File: config.mk
export PLATFORM = sky130hd
export DESIGN_NAME = poh_ctrl
export DESIGN_NICKNAME = d
export VERILOG_FILES = /design/src/hdl/poh_pkg.sv /design/src/hdl/poh_ctrl.sv
export SDC_FILE = /design/constraint.sdc
export NUM_CORES = 1
export LEC_CHECK = 0
export ABC_AREA = 1
export BUFFER_PORTS_ARGS = -buffer_cell sky130_fd_sc_hd__buf_4
export CAP_MARGIN = 20
export CORE_MARGIN = 3
export CORE_UTILIZATION = 41
export CTS_CLUSTER_DIAMETER = 100
export DETAILED_ROUTE_END_ITERATION = 8
export PLACE_DENSITY_LB_ADDON = 0.12
export SKIP_CTS_REPAIR_TIMING = 1
export SLEW_MARGIN = 20
export SYNTH_ARGS = -nofsm -noshare
export SYNTH_HDL_FRONTEND = slang
export SYNTH_SLANG_ARGS = --single-unit
File: constraint.sdc
create_clock -name clk -period 1.1 [get_ports clk]
set_input_delay 0.165 -clock clk [delete_from_list [all_inputs] [get_ports clk]]
set_output_delay 0.165 -clock clk [all_outputs]
set_load 0.03 [all_outputs]
File: src/hdl/poh_pkg.sv
package poh_pkg;

    localparam int MAX_WIDTH  = 256;
    localparam int MAX_HEIGHT = 256;
    localparam int MAX_LEVELS = 16;
    localparam int COUNT_BITS = 21;

    localparam int MAP_COLS  = MAX_WIDTH + 1;
    localparam int MAP_ROWS  = MAX_HEIGHT + 1;
    localparam int MAP_DEPTH = MAP_COLS * MAP_ROWS;
    localparam int MAP_AW    = $clog2(MAP_DEPTH);
    localparam int COL_AW    = $clog2(MAP_COLS);
    localparam int ROW_AW    = $clog2(MAP_ROWS);
    localparam int LVL_W     = $clog2(MAX_LEVELS + 1);

    localparam int DIM_W   = 9;
    localparam int RATIO_W = 16;
    localparam int SCALE_W = 17;
    localparam int SCORE_W = 20;
    localparam int CX_W    = 18;

    localparam logic [SCALE_W-1:0] SCALE_ONE = SCALE_W'(65536);

    // Configuration register indexes.
    localparam logic [2:0] REG_IMAGE_WIDTH  = 3'd0;
    localparam logic [2:0] REG_IMAGE_HEIGHT = 3'd1;
    localparam logic [2:0] REG_PATCH_SIZE   = 3'd2;
    localparam logic [2:0] REG_STRIDE_STEP  = 3'd3;
    localparam logic [2:0] REG_MIN_WIDTH    = 3'd4;
    localparam logic [2:0] REG_SHRINK_RATIO = 3'd5;

    // Effective geometry after the out-of-range fixes.
    typedef struct packed {
        logic [DIM_W-1:0]   w;
        logic [DIM_W-1:0]   h;
        logic [DIM_W-1:0]   p;
        logic [DIM_W-1:0]   st;
        logic [DIM_W-1:0]   min_w;
        logic [RATIO_W-1:0] ratio;
    } cfg_t;

    typedef struct packed {
        logic       walk_reset;
        logic       lev_eval;
        logic       chk_eval;
        logic       next_level;
        logic       corner_eval;
        logic       scale_eval;
        logic       corner_rd;
        logic       corner_wr;
        logic [1:0] corner_sel;
        logic       advance;
        logic       clr_step;
        logic       sw_start;
        logic       sw_rd;
        logic       sw_wr;
    } cmd_t;

    typedef struct packed {
        logic lvl_ok;
        logic fits;
        logic row_ok;
        logic clr_last;
        logic sw_last;
    } sts_t;

endpackage

File: src/hdl/poh_ctrl.sv
module poh_ctrl (
    input  logic          clk,
    input  logic          rst_n,
    input  logic          start,
    input  logic          is_face,
    input  logic          last_patch,
    input  poh_pkg::sts_t sts,
    output poh_pkg::cmd_t cmd,
    output logic          busy,
    output logic          score_valid
);
    import poh_pkg::*;

    localparam logic [3:0] S_CLR  = 4'd0;
    localparam logic [3:0] S_IDLE = 4'd1;
    localparam logic [3:0] S_LEV  = 4'd2;
    localparam logic [3:0] S_CHK  = 4'd3;
    localparam logic [3:0] S_ROW  = 4'd4;
    localparam logic [3:0] S_CX   = 4'd5;
    localparam logic [3:0] S_SC   = 4'd6;
    localparam logic [3:0] S_CRD  = 4'd7;
    localparam logic [3:0] S_CWR  = 4'd8;
    localparam logic [3:0] S_ADV  = 4'd9;
    localparam logic [3:0] S_FIN  = 4'd10;
    localparam logic [3:0] S_SRD  = 4'd11;
    localparam logic [3:0] S_SWR  = 4'd12;
    localparam logic [3:0] S_EMIT = 4'd13;

    logic [3:0] state_reg, state_next;
    logic [1:0] idx_reg, idx_next;
    logic       face_reg, face_next;
    logic       last_reg, last_next;

    always_comb
    begin
        state_next = state_reg;
        idx_next   = idx_reg;
        face_next  = face_reg;
        last_next  = last_reg;
        cmd        = '0;
        cmd.corner_sel = idx_reg;
        unique case (state_reg)
            S_CLR:
            begin
                cmd.clr_step = 1'b1;
                if (sts.clr_last)
                begin
                    state_next = S_IDLE;
                end
            end
            S_IDLE:
            begin
                if (start)
                begin
                    face_next  = is_face;
                    last_next  = last_patch;
                    state_next = S_LEV;
                end
            end
            S_LEV:
            begin
                cmd.lev_eval = 1'b1;
                state_next   = S_CHK;
            end
            S_CHK:
            begin
                priority if (!sts.lvl_ok)
                begin
                    state_next = S_FIN;
                end
                else if (sts.fits)
                begin
                    cmd.chk_eval = 1'b1;
                    state_next   = S_ROW;
                end
                else
                begin
                    cmd.next_level = 1'b1;
                    state_next     = S_LEV;
                end
            end
            S_ROW:
            begin
                priority if (!sts.row_ok)
                begin
                    cmd.next_level = 1'b1;
                    state_next     = S_LEV;
                end
                else if (face_reg)
                begin
                    state_next = S_CX;
                end
                else
                begin
                    state_next = S_ADV;
                end
            end
            S_CX:
            begin
                cmd.corner_eval = 1'b1;
                state_next      = S_SC;
            end
            S_SC:
            begin
                cmd.scale_eval = 1'b1;
                idx_next       = 2'd0;
                state_next     = S_CRD;
            end
            S_CRD:
            begin
                cmd.corner_rd = 1'b1;
                state_next    = S_CWR;
            end
            S_CWR:
            begin
                cmd.corner_wr = 1'b1;
                idx_next      = idx_reg + 2'd1;
                state_next    = (idx_reg == 2'd3) ? S_ADV : S_CRD;
            end
            S_ADV:
            begin
                cmd.advance = 1'b1;
                state_next  = S_FIN;
            end
            S_FIN:
            begin
                if (last_reg)
                begin
                    cmd.sw_start = 1'b1;
                    state_next   = S_SRD;
                end
                else
                begin
                    state_next = S_IDLE;
                end
            end
            S_SRD:
            begin
                cmd.sw_rd  = 1'b1;
                state_next = S_SWR;
            end
            S_SWR:
            begin
                cmd.sw_wr  = 1'b1;
                state_next = sts.sw_last ? S_EMIT : S_SRD;
            end
            S_EMIT:
            begin
                cmd.walk_reset = 1'b1;
                state_next     = S_IDLE;
            end
            default:
            begin
                state_next = S_IDLE;
            end
        endcase
    end

    always_ff @(posedge clk or negedge rst_n)
    begin
        if (!rst_n)
        begin
            state_reg <= S_CLR;
            idx_reg   <= 2'd0;
            face_reg  <= 1'b0;
            last_reg  <= 1'b0;
        end
        else
        begin
            state_reg <= state_next;
            idx_reg   <= idx_next;
            face_reg  <= face_next;
            last_reg  <= last_next;
        end
    end

    assign busy        = (state_reg != S_IDLE);
    assign score_valid = (state_reg == S_EMIT);

    a_emit_once: assert property (@(posedge clk) disable iff (!rst_n)
        score_valid |=> !score_valid) else $error("score strobe longer than one cycle");
    a_emit_after_sweep: assert property (@(posedge clk) disable iff (!rst_n)
        score_valid |-> $past(state_reg == S_SWR)) else $error("score without sweep");
    a_rmw_pair: assert property (@(posedge clk) disable iff (!rst_n)
        (state_reg == S_CWR) |-> $past(state_reg == S_CRD)) else $error("write without read");
    a_no_accept_busy: assert property (@(posedge clk) disable iff (!rst_n)
        (state_reg == S_LEV && $past(state_reg == S_IDLE)) |-> $past(start))
        else $error("walk began without a start");

endmodule

==> results.sh <==
export IMPL_placed_cell_area_um2=973
export IMPL_critical_path_top_delay_family="flip-flops"
export IMPL_num_antenna_cells=0
export IMPL_critPathBufInv=3
export IMPL_drc=0
export IMPL_cts_sinks=8
export IMPL_pre_cts_slack_ns=-0.181
export IMPL_grt_pass1_vias=702
export IMPL_ys_flop_type="dfrtp_1"
export IMPL_synth_xor_area_share_pct=0
export IMPL_crit_path_frequent_cell="nor2_4"
export IMPL_power_density_nw_per_um2=2550
export IMPL_violations="negative setup slack"
export IMPL_yosys_area_top_type="dfrtp_1"
export IMPL_setup_ws_ns=-0.402
export IMPL_worstPathMaxFanout=5
export IMPL_cts_tree="done"
export IMPL_crit_required_ns=0.94
export IMPL_synth_most_common_cell="nand2_1"
export IMPL_vias=769
export IMPL_grt_max_degree=9
export IMPL_avgSynthCellArea_um2=6.40
export IMPL_layout_nets=151
export IMPL_ys_types=20
export IMPL_drt_pass1_iter_count=4
export IMPL_design_area_um2=1090
export IMPL_antenna_found_initial=0
export IMPL_ios=27
export IMPL_hold_violations=0
export IMPL_synth_top_cell_area_share_pct=31.9
export IMPL_finalWirelength_um=1950
export IMPL_leakage_uw=0.000591
export IMPL_netlist_top_cells_count="22 x nand2_1, 16 x inv_1, 14 x nor2_1"
export IMPL_overflow=0
export IMPL_synth_adder_area_share_pct=2.00
export IMPL_worstSetupStartpointType="register"
export IMPL_peakVddDrop_v=0.00138
export IMPL_globalRouteTotalUtil_pct=18.8
export IMPL_rsz0062_at_grt="yes"
export IMPL_final_fill_count=105
export IMPL_synth_fp_nets=109
export IMPL_drtIter0Drc=27
export IMPL_cp_end_kind="output port"
export IMPL_synth_compound_area_share_pct=8.58
export IMPL_tns_ns=-6.19
export IMPL_area_growth_pct=73.9
export IMPL_fin_util_pct=79.8
export IMPL_avgRoutedWirePerCell_um=12.6
export IMPL_holdCritPathClass="primary input to register"
export IMPL_crit_slowest_cell="dfrtp_2"
export IMPL_clk_path_buf_depth=2
export IMPL_fp_coreArea_um2=1370
export IMPL_cts_max_level=1
export IMPL_die_area_um2=2030
export IMPL_core_rowCount=13
export IMPL_status="finished, violations left"
export IMPL_path_class="register to output port"
export IMPL_post_route_cells_drive_above_1_share_pct=57.6
export IMPL_synthArstFlopShare_pct=100
export IMPL_routed_via_density=4.99
export IMPL_muxShareOfSynthArea_pct=0
export IMPL_synth_top_family_by_area="simple AND/OR/NAND/NOR gates"
export IMPL_critPathArrivalTime_ns=1.34
export IMPL_synth_warnings=0
export IMPL_start_util_pct=45.9
export IMPL_hpwl_um=1550
export IMPL_synth_simple_area_share_pct=44.3
export IMPL_setup_viol_count_final=22
export IMPL_netlist_instances=98
export IMPL_path_cells="nor2_4 > inv_2 > nor2_4 > nand3_2 > inv_4 > buf_6"
export IMPL_cts_inserted_buffers=3
export IMPL_largest_reg_flops=4
export IMPL_drv_slew=0
export IMPL_max_freq_mhz=666
export IMPL_min_period_ns=1.50
export IMPL_synth_area_leaders="dfrtp_1 32%, nand2_1 13%, inv_1 9.6%"
export IMPL_whs_ns=0.166
export IMPL_die_w_um=45.1
export IMPL_maxCapViolCount=0
export IMPL_clk_transition_reported_paths_ns=0.06
export IMPL_ys_seq_area_share_pct=31.9
export IMPL_maxSlewHeadroom_pct=84.8
export IMPL_min_period_over_period_pct=137
export IMPL_chipHeight_um=45.1
export IMPL_grt_pass1_wl_um=2840
export IMPL_synth_area_um2=627
export IMPL_place_congestion=0.911
export IMPL_ys_ff_latch=8
export IMPL_ant_nets=0
export IMPL_clk_latency_ns=0.25
export IMPL_skew_ns=0.00890
export IMPL_cts_root_buf="clkbuf_4"
export IMPL_port_buffers=26
export IMPL_synth_edf_count=0
export IMPL_tightest_slew_ns=0.227
export IMPL_max_stage_delay_ns=0.45
-- metal layers --
layer	GRT usage (%)	part of all wire, %
met5	0	0
met4	6.43	1.1
met3	2.79	6.2
met2	34.5	52
met1	21.9	40
-- power breakdown --
part           switching, µW  leakage [µW]  total [µW]  internal, µW
Sequential               184     0.0000915         625           441
Clock                    103     0.0000150         242           139
Combinational           1160      0.000484        1910           750
-- cell type report --
cell class / count / area [µm²] / area share [%]
multi-input cells: 69 / 450 / 41.3
repair buffers: 38 / 307 / 28.1
flip-flops and latches: 8 / 208 / 19.1
inverters: 20 / 80.1 / 7.35
clock buffers: 4 / 26.3 / 2.41
well taps: 15 / 18.8 / 1.72
-- cell families after synthesis --
group | count (synthesis)
DFF | 8
buffers and inverters | 21
adders and majority gates | 1
and+or+nand+nor | 58
AOI/OAI and AO/OA | 10
-- path summary, 6_finish.rpt --
check / startpoint / to / slack (ns) / cells after the start
worst min register to register: face_reg$_DFFE_PN0P_ / state_reg[2]$_DFFE_PN0P_ / 0.49 / 2
max in group asynchronous: rst_n / state_reg[0]$_DFFE_PN0P_ / 0.69 / 2
worst max-delay path: state_reg[3]$_DFFE_PN0P_ / cmd[12] / -0.40 / 6
worst max register to register: state_reg[2]$_DFFE_PN0P_ / state_reg[2]$_DFFE_PN0P_ / -0.21 / 8
worst min-delay path: last_patch / last_reg$_DFFE_PN0P_ / 0.17 / 3
min in group asynchronous: rst_n / idx_reg[0]$_DFFE_PN0P_ / 0.26 / 2
-- tightest hold or removal path, delay by kind of cell --
kind / cells / cell delay [ns]
buffers and inverters: 2 / 0.14
AO/OA/AOI/OAI: 1 / 0.06
-- stage by stage --
step,total power [µW],std cells
final,2780,154
after global routing,2960,154
after CTS,2600,148
after detailed placement,2350,144
after global placement,2300,144
after floorplan,1770,98
-- placed cells by master, fill, tap and decap left out, types with 5 or more instances in the layout --
| master | Yosys | final |
|---|---|---|
| inv_2 | 4 | 6 |
| nor2_1 | 14 | 8 |
| dfrtp_2 | 0 | 6 |
| buf_6 | 0 | 5 |
| buf_4 | 1 | 32 |
| nand3_1 | 10 | 8 |
| nand2_1 | 22 | 17 |
| inv_1 | 16 | 12 |
| nand2_2 | 2 | 5 |
| nor2_4 | 2 | 8 |
Note: power is estimated with default switching activity, not from simulation.
